**config.mk**
```make
export PLATFORM = sky130hd
export DESIGN_NAME = xoshiro256pp_prng_with_seeding_top
export DESIGN_NICKNAME = d
export VERILOG_FILES = /design/src/sv/xpp_pkg.sv /design/src/sv/xpp_ctrl.sv /design/src/sv/xpp_datapath.sv /design/src/sv/xoshiro256pp_prng_with_seeding_top.sv
export SDC_FILE = /design/constraint.sdc
export NUM_CORES = 2
export LEC_CHECK = 0
export ABC_CLOCK_PERIOD_IN_PS = 21500
export BUFFER_PORTS_ARGS = -buffer_cell sky130_fd_sc_hd__buf_2
export CORE_MARGIN = 2
export CORE_UTILIZATION = 60
export CTS_CLUSTER_DIAMETER = 30
export DETAILED_ROUTE_END_ITERATION = 8
export GPL_TIMING_DRIVEN = 0
export PLACE_DENSITY = 0.81
export SLEW_MARGIN = 20
export SYNTH_ARGS = -nofsm -noshare
export SYNTH_HDL_FRONTEND = slang
export SYNTH_SLANG_ARGS = --single-unit
```
**constraint.sdc**
```tcl
create_clock -name clk_i -period 21.5 [get_ports clk_i]
set_input_delay 4.3 -clock clk_i [delete_from_list [all_inputs] [get_ports clk_i]]
set_output_delay 4.3 -clock clk_i [all_outputs]
set_load 0.03 [all_outputs]
```
**src/sv/xpp_pkg.sv**
```systemverilog
// shared types and constants for the xoshiro256++ generator with splitmix64 seeding
`default_nettype none
package xpp_pkg;

  localparam int unsigned WordW  = 64;
  localparam int unsigned HalfW  = 32;
  localparam int unsigned NumSt  = 4;
  localparam int unsigned IdxW   = 2;

  localparam logic [WordW-1:0] GoldenInc = 64'h9e3779b97f4a7c15;
  localparam logic [WordW-1:0] MixMul1   = 64'hbf58476d1ce4e5b9;
  localparam logic [WordW-1:0] MixMul2   = 64'h94d049bb133111eb;

  localparam int unsigned OutRot  = 23;
  localparam int unsigned StShift = 17;
  localparam int unsigned StRot   = 45;
  localparam int unsigned MixSh1  = 30;
  localparam int unsigned MixSh2  = 27;
  localparam int unsigned MixSh3  = 31;

  localparam logic OpReseed = 1'b0;
  localparam logic OpNext   = 1'b1;

  typedef enum logic [5:0] {
    StIdle = 6'b000001,
    StInc  = 6'b000010,
    StMul0 = 6'b000100,
    StMul1 = 6'b001000,
    StMul2 = 6'b010000,
    StMix  = 6'b100000
  } ctrl_state_e;

  typedef struct packed {
    logic            load_seed;
    logic            ctr_inc;
    logic            mul_en;
    logic            mul_first;
    logic            mul_a_hi;
    logic            mul_b_hi;
    logic            mix;
    logic            pass;
    logic [IdxW-1:0] word_idx;
    logic            gen_next;
  } dp_cmd_t;

endpackage
`default_nettype wire

```
**src/sv/xpp_ctrl.sv**
```systemverilog
// sequencer for reseed and next beats, plus the output valid register
`default_nettype none
module xpp_ctrl (
  input  wire logic            clk_i,
  input  wire logic            rst_ni,
  input  wire logic            in_valid_i,
  output logic                 in_ready_o,
  input  wire logic            opcode_i,
  output logic                 out_valid_o,
  input  wire logic            out_ready_i,
  output xpp_pkg::dp_cmd_t     cmd_o
);

  xpp_pkg::ctrl_state_e state_q, state_d;
  logic [xpp_pkg::IdxW-1:0] idx_q, idx_d;
  logic pass_q, pass_d;
  logic ov_q, ov_d;
  logic accept;

  assign in_ready_o  = (state_q == xpp_pkg::StIdle) && (!ov_q || out_ready_i);
  assign accept      = in_valid_i && in_ready_o;
  assign out_valid_o = ov_q;

  always_comb begin
    state_d = state_q;
    idx_d   = idx_q;
    pass_d  = pass_q;
    cmd_o   = '0;
    cmd_o.pass     = pass_q;
    cmd_o.word_idx = idx_q;
    ov_d = ov_q && !out_ready_i;
    case (state_q)
      xpp_pkg::StIdle: begin
        if (accept) begin
          if (opcode_i == xpp_pkg::OpNext) begin
            cmd_o.gen_next = 1'b1;
            ov_d = 1'b1;
          end else begin
            cmd_o.load_seed = 1'b1;
            idx_d   = '0;
            pass_d  = 1'b0;
            state_d = xpp_pkg::StInc;
          end
        end
      end
      xpp_pkg::StInc: begin
        cmd_o.ctr_inc = 1'b1;
        state_d = xpp_pkg::StMul0;
      end
      xpp_pkg::StMul0: begin
        cmd_o.mul_en    = 1'b1;
        cmd_o.mul_first = 1'b1;
        state_d = xpp_pkg::StMul1;
      end
      xpp_pkg::StMul1: begin
        cmd_o.mul_en   = 1'b1;
        cmd_o.mul_a_hi = 1'b1;
        state_d = xpp_pkg::StMul2;
      end
      xpp_pkg::StMul2: begin
        cmd_o.mul_en   = 1'b1;
        cmd_o.mul_b_hi = 1'b1;
        state_d = xpp_pkg::StMix;
      end
      xpp_pkg::StMix: begin
        cmd_o.mix = 1'b1;
        if (!pass_q) begin
          pass_d  = 1'b1;
          state_d = xpp_pkg::StMul0;
        end else begin
          pass_d = 1'b0;
          if (idx_q == xpp_pkg::IdxW'(xpp_pkg::NumSt - 1)) begin
            state_d = xpp_pkg::StIdle;
          end else begin
            idx_d   = idx_q + 1'b1;
            state_d = xpp_pkg::StInc;
          end
        end
      end
      default: begin
        state_d = xpp_pkg::StIdle;
      end
    endcase
  end

  always_ff @(posedge clk_i or negedge rst_ni) begin
    if (!rst_ni) begin
      state_q <= xpp_pkg::StIdle;
      idx_q   <= '0;
      pass_q  <= 1'b0;
      ov_q    <= 1'b0;
    end else begin
      state_q <= state_d;
      idx_q   <= idx_d;
      pass_q  <= pass_d;
      ov_q    <= ov_d;
    end
  end

endmodule
`default_nettype wire

```
**src/sv/xpp_datapath.sv**
```systemverilog
// generator state, splitmix64 seeding datapath and output word register
`default_nettype none
module xpp_datapath (
  input  wire logic                        clk_i,
  input  wire logic                        rst_ni,
  input  wire xpp_pkg::dp_cmd_t            cmd_i,
  input  wire logic [xpp_pkg::WordW-1:0]   seed_i,
  output logic      [xpp_pkg::WordW-1:0]   random_word_o
);

  localparam int unsigned W = xpp_pkg::WordW;
  localparam int unsigned H = xpp_pkg::HalfW;

  logic [W-1:0] gen_q [xpp_pkg::NumSt];
  logic [W-1:0] ctr_q, z_q, acc_q, word_q;
  logic [W-1:0] ctr_sum, mul_k, prod, mixed;
  logic [H-1:0] mul_a, mul_b;
  logic [W-1:0] s0, s1, s2, s3, t2, t3, n0, n1, n2, n3, sum03, word;

  assign ctr_sum = ctr_q + xpp_pkg::GoldenInc;

  // first pass multiplies by the first mixer constant, second pass by the other
  assign mul_k = cmd_i.pass ? xpp_pkg::MixMul2 : xpp_pkg::MixMul1;
  assign mul_a = cmd_i.mul_a_hi ? z_q[W-1:H] : z_q[H-1:0];
  assign mul_b = cmd_i.mul_b_hi ? mul_k[W-1:H] : mul_k[H-1:0];
  assign prod  = W'(mul_a) * W'(mul_b);

  assign mixed = cmd_i.pass ? (acc_q ^ (acc_q >> xpp_pkg::MixSh3))
                            : (acc_q ^ (acc_q >> xpp_pkg::MixSh2));

  assign s0 = gen_q[0];
  assign s1 = gen_q[1];
  assign s2 = gen_q[2];
  assign s3 = gen_q[3];
  assign sum03 = s0 + s3;
  assign word  = {sum03[W-1-xpp_pkg::OutRot:0], sum03[W-1:W-xpp_pkg::OutRot]} + s0;
  assign t2 = s2 ^ s0;
  assign t3 = s3 ^ s1;
  assign n1 = s1 ^ t2;
  assign n0 = s0 ^ t3;
  assign n2 = t2 ^ (s1 << xpp_pkg::StShift);
  assign n3 = {t3[W-1-xpp_pkg::StRot:0], t3[W-1:W-xpp_pkg::StRot]};

  always_ff @(posedge clk_i or negedge rst_ni) begin
    if (!rst_ni) begin
      for (int i = 0; i < xpp_pkg::NumSt; i++) begin
        gen_q[i] <= '0;
      end
    end else begin
      if (cmd_i.gen_next) begin
        gen_q[0] <= n0;
        gen_q[1] <= n1;
        gen_q[2] <= n2;
        gen_q[3] <= n3;
      end else if (cmd_i.mix && cmd_i.pass) begin
        gen_q[cmd_i.word_idx] <= mixed;
      end
    end
  end

  always_ff @(posedge clk_i) begin
    if (cmd_i.load_seed) begin
      ctr_q <= seed_i;
    end else if (cmd_i.ctr_inc) begin
      ctr_q <= ctr_sum;
    end
    if (cmd_i.ctr_inc) begin
      z_q <= ctr_sum ^ (ctr_sum >> xpp_pkg::MixSh1);
    end else if (cmd_i.mix && !cmd_i.pass) begin
      z_q <= mixed;
    end
    // low product first, then the two cross terms land in the upper half
    if (cmd_i.mul_en) begin
      if (cmd_i.mul_first) begin
        acc_q <= prod;
      end else begin
        acc_q <= acc_q + {prod[H-1:0], {H{1'b0}}};
      end
    end
    if (cmd_i.gen_next) begin
      word_q <= word;
    end
  end

  assign random_word_o = word_q;

endmodule
`default_nettype wire

```
**src/sv/xoshiro256pp_prng_with_seeding_top.sv**
```systemverilog
// top level of the xoshiro256++ generator with splitmix64 seeding
// input channel: in_valid_i/in_ready_o with opcode_i and seed_i; a beat with
//   opcode 0 reseeds from seed_i, a beat with opcode 1 asks for a random word
// output channel: out_valid_o/out_ready_i with random_word_o, one beat per
//   next request and none for a reseed
// next: the word appears in the output register on the cycle
//   after acceptance, and next beats stream at one per cycle while the
//   receiver keeps taking them
// reseed: the next beat is taken only once all four state words are built,
//   each from one counter step plus two 64-bit multiplies done as three 32x32
//   partial products on one shared multiplier, each followed by a xor-shift step
// stall: a held output word blocks a new input beat only when the receiver
//   is not taking it in the same cycle; the word stays unchanged meanwhile
// reset: the state is cleared to zero, so a next before any reseed gives
//   zero; no output beat is pending after reset
`default_nettype none
module xoshiro256pp_prng_with_seeding_top (
  input  wire logic                      clk_i,
  input  wire logic                      rst_ni,
  input  wire logic                      in_valid_i,
  output logic                           in_ready_o,
  input  wire logic                      opcode_i,
  input  wire logic [xpp_pkg::WordW-1:0] seed_i,
  output logic                           out_valid_o,
  input  wire logic                      out_ready_i,
  output logic      [xpp_pkg::WordW-1:0] random_word_o
);

  xpp_pkg::dp_cmd_t cmd;

  xpp_ctrl u_ctrl (
    .clk_i       (clk_i),
    .rst_ni      (rst_ni),
    .in_valid_i  (in_valid_i),
    .in_ready_o  (in_ready_o),
    .opcode_i    (opcode_i),
    .out_valid_o (out_valid_o),
    .out_ready_i (out_ready_i),
    .cmd_o       (cmd)
  );

  xpp_datapath u_datapath (
    .clk_i         (clk_i),
    .rst_ni        (rst_ni),
    .cmd_i         (cmd),
    .seed_i        (seed_i),
    .random_word_o (random_word_o)
  );

endmodule
`default_nettype wire
```
# Word level (Yosys, flattened, before mapping)
# Cells that the tools add are included.
# word_totals
word_cells,101
input_bits,69
latch_bits,0
mem_bits_rw,0
register_bits,522
output_inout_bits,66
rom_bits,0
mem_count,0
# op_classes
n_shift,0
multipliers,1
bitwise,9
n_eq_ne,11
reduce_logical,18
order_cmp,2
add_sub_neg,5
div,0
n_mux,43
# op_table
op,n
$mux 256,2
$mux 64,7
$xor 64x64->64,5
$bwmux 256,1
$add 64x64->64,3
$demux 64 s2,1
$add 64x64->64 const B,1
$mul 32x32->64,1
$mux 32,2
$xor 64x33->64,1
$xor 64x34->64,1
$xor 64x37->64,1
$mux 62,1
$pmux 6 s6,1
$mux 1,18
$mux 6,3
$mux 2,5
$reduce_bool 2->1,4
$eq 6x1->1 const B,1
$eq 6x2->1 const B,1
$eq 6x3->1 const B,1
$eq 6x4->1 const B,1
$eq 6x5->1 const B,1
$eq 6x6->1 const B,1
16 further kinds,25

# Logic depth before layout (Yosys ltp)
# depth
depth_word,8
ltp_mapped,42
ltp_nobuf,40

# Modules after synthesis
# A second synthesis with hierarchy kept.
# hier_totals
cells_unflattened,6613
hier_area_um2,64481.8
# by_module_without_submodules
mod,area_per_inst_um2,instances,seq_area_each_um2,cells_per_inst
xpp_datapath,63862.5,1,14093.5,6551
xpp_ctrl,619.3,1,251.5,62

# Worst setup path before layout
# OpenSTA, ideal clock, no wires.
# synth_timing
path_type,reg-to-reg
start,register u_ctrl.state_q[0]
end,register u_datapath.acc_q[60] (data pin)
synth_period_minus_slack_ns,9.666
path_stages_with_launch,39
setup_time_ns,0.260
t_arrival_ns,9.405
setup_slack_ns,11.834
t_required_ns,21.240
path_buffers,4
cell_sequence,dfstp_2 > nor4_1 > nand3b_1 > clkbuf_1 > buf_2 > buf_2 > mux2i_1 > clkbuf_1 > inv_1 > nand2_1 > inv_1 > fa_1 > fa_1 > fa_1 > inv_1 > fa_1 > inv_1 > fa_1 > (+3 left out) > fa_1 > fa_1 > ha_1 > and2_1 > nand3_1 > a211oi_1 > or3_1 > a21oi_1 > xnor2_1 > ha_1 > or2_2 > a21oi_1 > nor2_1 > o21ai_0 > nand3b_1 > xor2_1 > a221oi_1 > nand2_1
# synth_via
elab_chain_len,6
elab_cells_between_ends,11
cone_classes,add/sub: 1; mul: 1; eq/ne: 3; mux: 6
# synth_rtl
item,line,rtl
from (decl),xpp_ctrl.sv:14,"xpp_pkg::ctrl_state_e state_q, state_d;"
from (signal assigned),xpp_ctrl.sv:88,state_q <= xpp_pkg::StIdle;
from (signal assigned),xpp_ctrl.sv:93,state_q <= state_d;
$eq 6x4->1 or $eq 6x5->1 (tied branches),xpp_ctrl.sv:32,case (state_q)
$mux 1,xpp_ctrl.sv:32,
$mux 32 (on tied branches),"xpp_datapath.sv:24, xpp_datapath.sv:25",
$mul 32x32->64,xpp_datapath.sv:26,assign prod = W'(mul_a) * W'(mul_b);
$add 64x64->64,xpp_datapath.sv:77,"acc_q <= acc_q + {prod[H-1:0], {H{1'b0}}};"
$mux 64 *,xpp_datapath.sv:74,if (cmd_i.mul_first) begin
to (signal assigned),xpp_datapath.sv:75,acc_q <= prod;
to (signal assigned),xpp_datapath.sv:77,
to (decl),xpp_datapath.sv:15,"logic [W-1:0] ctr_q, z_q, acc_q, word_q;"
# Mark *: on every way between the ends. The rest lies on a longest branch, timed or not.
# A chain may end at the register's enable or synchronous reset.

# Worst setup path after layout
# layout_timing
start,register u_ctrl.state_q[0]
end,register u_datapath.acc_q[63] (data pin)
# Same word-level chain as after synthesis.

==> impl_results.md <==
* Status: finished, final reports clean
* CP startpoint kind: flip-flop
* Final non-filler cell area at 0.0715 mm^2
* IO buf count at 134
* Post-Place Worst Slack at 8.58 ns
* Worst-Skew Late Latency at 0.70 ns
* Number of global-route vias before repair at 55,919
* Most used DFF post-synth: dfrtp_1
* Global route overflow at 0
* Synthesized Nets at between 8,000 and 9,000
* Die Area at 0.111 mm^2
* Synth cell types at 104
* Vias post-DR at ~57,000
* RSZ-0062 raised after global routing: no
* Most used cell, CP: fa_1
* Clk pin slew, worst setup/hold paths at 0.05 ns
* Num Clock Sinks at 522
* ANT nets after route at 0
* Register area at 0.0143 mm^2
* Most common cell after layout, fill and taps aside: inv_1
* Number of nets in the final layout at 8,543
* Syn Std Cell Area at 0.0649 mm^2
* Largest net degree at the start of global routing at 100
* Area Overhead vs Synth at 10.2%
* Finish-stage setup viols at 0
* Die Y at 333 um
* Row count at 120
* Hold Fails Final Rpt at 0
* WL final at 253,000 um
* Cell Area, Placed at between 0.06 and 0.07 mm^2
* Synth Instances at 6,898
* Tcrit/Tclk final at 0.637
* Crit path max fanout at 11
* Initial antenna violation count at 17
* #FFs+latches synth at 522
* Hold Path Class: reg2reg
* Yosys top cell area share at 0.255
* Synth warn at 0
* First-pass GRT wire length at about 370,000 um
* Syn avg cell area at 9.40 um^2
* Synth async-reset ratio at 0.510
* Fraction of layout cells with a size suffix above 1 at 0.0678
* Max Cap Violations at 0
* Root Buffer: clkbuf_16
* Wirelength per Cell at 29.3 um
* HPWL after DPL at between 200,000 and 250,000 um
* Final TNS setup at 0 ns
* Post-CTS Setup Bufs at 0
* Die W at 333 um
* CTS resizes at 0
* Worst Setup End Kind: flip-flop
* Tmin final at 13.69 ns
* Critical path type: reg2reg
* Htree depth at 3
* Ranking of synthesized cells by area: fa_1 (25%), edfxtp_1 (12%), dfrtp_1 (10%), ha_1 (9.7%), inv_1 (5.9%)
* Clock Skews at ~0.053 ns
* TritonCTS Buffers at 99
* Leading cell types in the layout, fill and taps excluded: inv_1 (1,021), fa_1 (825), ha_1 (502), nand2_1 (482), nor2_1 (481)
* Core box area at 0.107 mm^2
* Hold Buf Count CTS at 0
* Total of fill cells in the finished design at 8,623
* CTS tree: done
* DRC at 0
* Worst slew margin at 0.0659
* Overall global routing resource usage at 0.456
* CP max-delay cell: mux2i_1
* Worst EP arrival at 14.09 ns
* Number of flops mapped to enable cells by yosys at 256
* Measured slew at the worst slew-check pin at 1.39 ns
* CP peak stage delay at 1.06 ns
* Io pins at 135
* Multi-input gate area at 0.0458 mm^2
* RePlAce Congestion at between 1 and 1.5
* CTS max path bufs at 3
* Sequential share of the synthesized area at 0.221
* Critical path required time at 21.90 ns
* Via/cell ratio at 6.58
* Worst setup slack after layout at slightly below 8 ns
* WHS at approximately 0.54 ns
* Largest area contributor in the synthesized netlist: fa_1
* Count of pins over their slew limit at 0
* DR iter-0 viols at 7,797
* Starting density of the core at 0.605
* First-pass detailed-route iteration total at 7
* FMAX at 73.1 MHz
## logic make-up (layout without fill, tap and decap cells)
| kind of cell | count (synthesis) | after routing | synth area share |
|---|---|---|---|
| XOR/XNOR | 513 | 513 | 0.0703 |
| AND/OR/NAND/NOR | 1606 | 1606 | 0.115 |
| buffers and inverters | 1319 | 1652 | 0.0767 |
| multiplexers | 139 | 139 | 0.0218 |
| AO/OA/AOI/OAI | 1472 | 1472 | 0.143 |
| other | 0 | 10 | 0 |
| flip-flops | 522 | 522 | 0.221 |
| adder cells (fa/ha/maj) | 1327 | 1327 | 0.351 |
## critical path: cells and delay by family, from the launching register on
family	cells	cell delay, ns
AOI/OAI and AO/OA	8	2.96
adders and majority gates	9	4.46
buffers and inverters	9	3.49
DFF	1	0.58
muxes	1	1.06
and+or+nand+nor	5	0.84
## area by class of cell
cell class | count | share of cell area
Multi-Input combinational cell | 5057 | 0.641
Sequential cell | 522 | 0.201
Inverter | 1024 | 0.0538
Clock buffer | 119 | 0.0373
Tap cell | 1403 | 0.0246
Buffer | 295 | 0.0159
Timing Repair Buffer | 148 | 0.0135
Clock inverter | 66 | 0.0132
Antenna cell | 10 | 0.000350
## Yosys cell counts, types with 120 or more instances
library cell	number
a21o_1	149
edfxtp_1	256
fa_1	825
mux2i_1	120
nand2_1	483
dfrtp_1	265
clkbuf_1	260
ha_1	502
a21oi_1	438
inv_1	1021
xnor2_1	262
o21ai_0	402
nor2_1	481
nand3_1	140
xor2_1	246
## layer usage
layer / track usage / vias up / part of all wire
met5: 0 / - / 0.00040
met4: 0.269 / 16 / 0.074
met3: 0.192 / 1016 / 0.16
met2: 0.622 / 4688 / 0.40
met1: 0.604 / 27621 / 0.37
li1: - / 23541 / -
## sequential cells by signal, summed over array words and instances (netlist names)
| signal | flops |
|---|---|
| u_ctrl.out_valid_o | 1 |
| u_datapath.random_word_o | 64 |
| u_datapath.s1 | 64 |
| u_datapath.s0 | 64 |
| u_ctrl.idx_q | 2 |
| u_datapath.z_q | 64 |
| u_ctrl.pass_q | 1 |
| u_datapath.acc_q | 64 |
| u_ctrl.state_q | 6 |
| u_datapath.s2 | 64 |
| u_datapath.s3 | 64 |
| u_datapath.ctr_q | 64 |
## through the flow
stage | util | instances
after detailed placement | 0.633 | 8449
after global routing | 0.667 | 8634
final | 0.667 | 8644
after global placement | 0.628 | 8435
after floorplan | - | 6898
after CTS | 0.666 | 8634
## worst paths after layout
kind                       cells past startpoint                           from                              to  slack (ns)
setup reg to reg                              32  u_ctrl.state_q[0]$_DFFE_PN1P_  u_datapath.acc_q[63]$_DFFE_PP_        7.81
setup / recovery                              32  u_ctrl.state_q[0]$_DFFE_PN1P_  u_datapath.acc_q[63]$_DFFE_PP_        7.81
hold / removal                                 1    u_ctrl.idx_q[0]$_DFFE_PN0P_     u_ctrl.idx_q[0]$_DFFE_PN0P_        0.54
max in group asynchronous                      2                         rst_ni   u_datapath.s1[45]$_DFFE_PN0P_       16.93
hold reg to reg                                1    u_ctrl.idx_q[0]$_DFFE_PN0P_     u_ctrl.idx_q[0]$_DFFE_PN0P_        0.54
min in group asynchronous                      1                         rst_ni    u_datapath.s1[9]$_DFFE_PN0P_        3.59
Power is left out: the tool's default activity adds up to more than one toggle a clock period on the data nets, which glitch-free logic cannot reach.
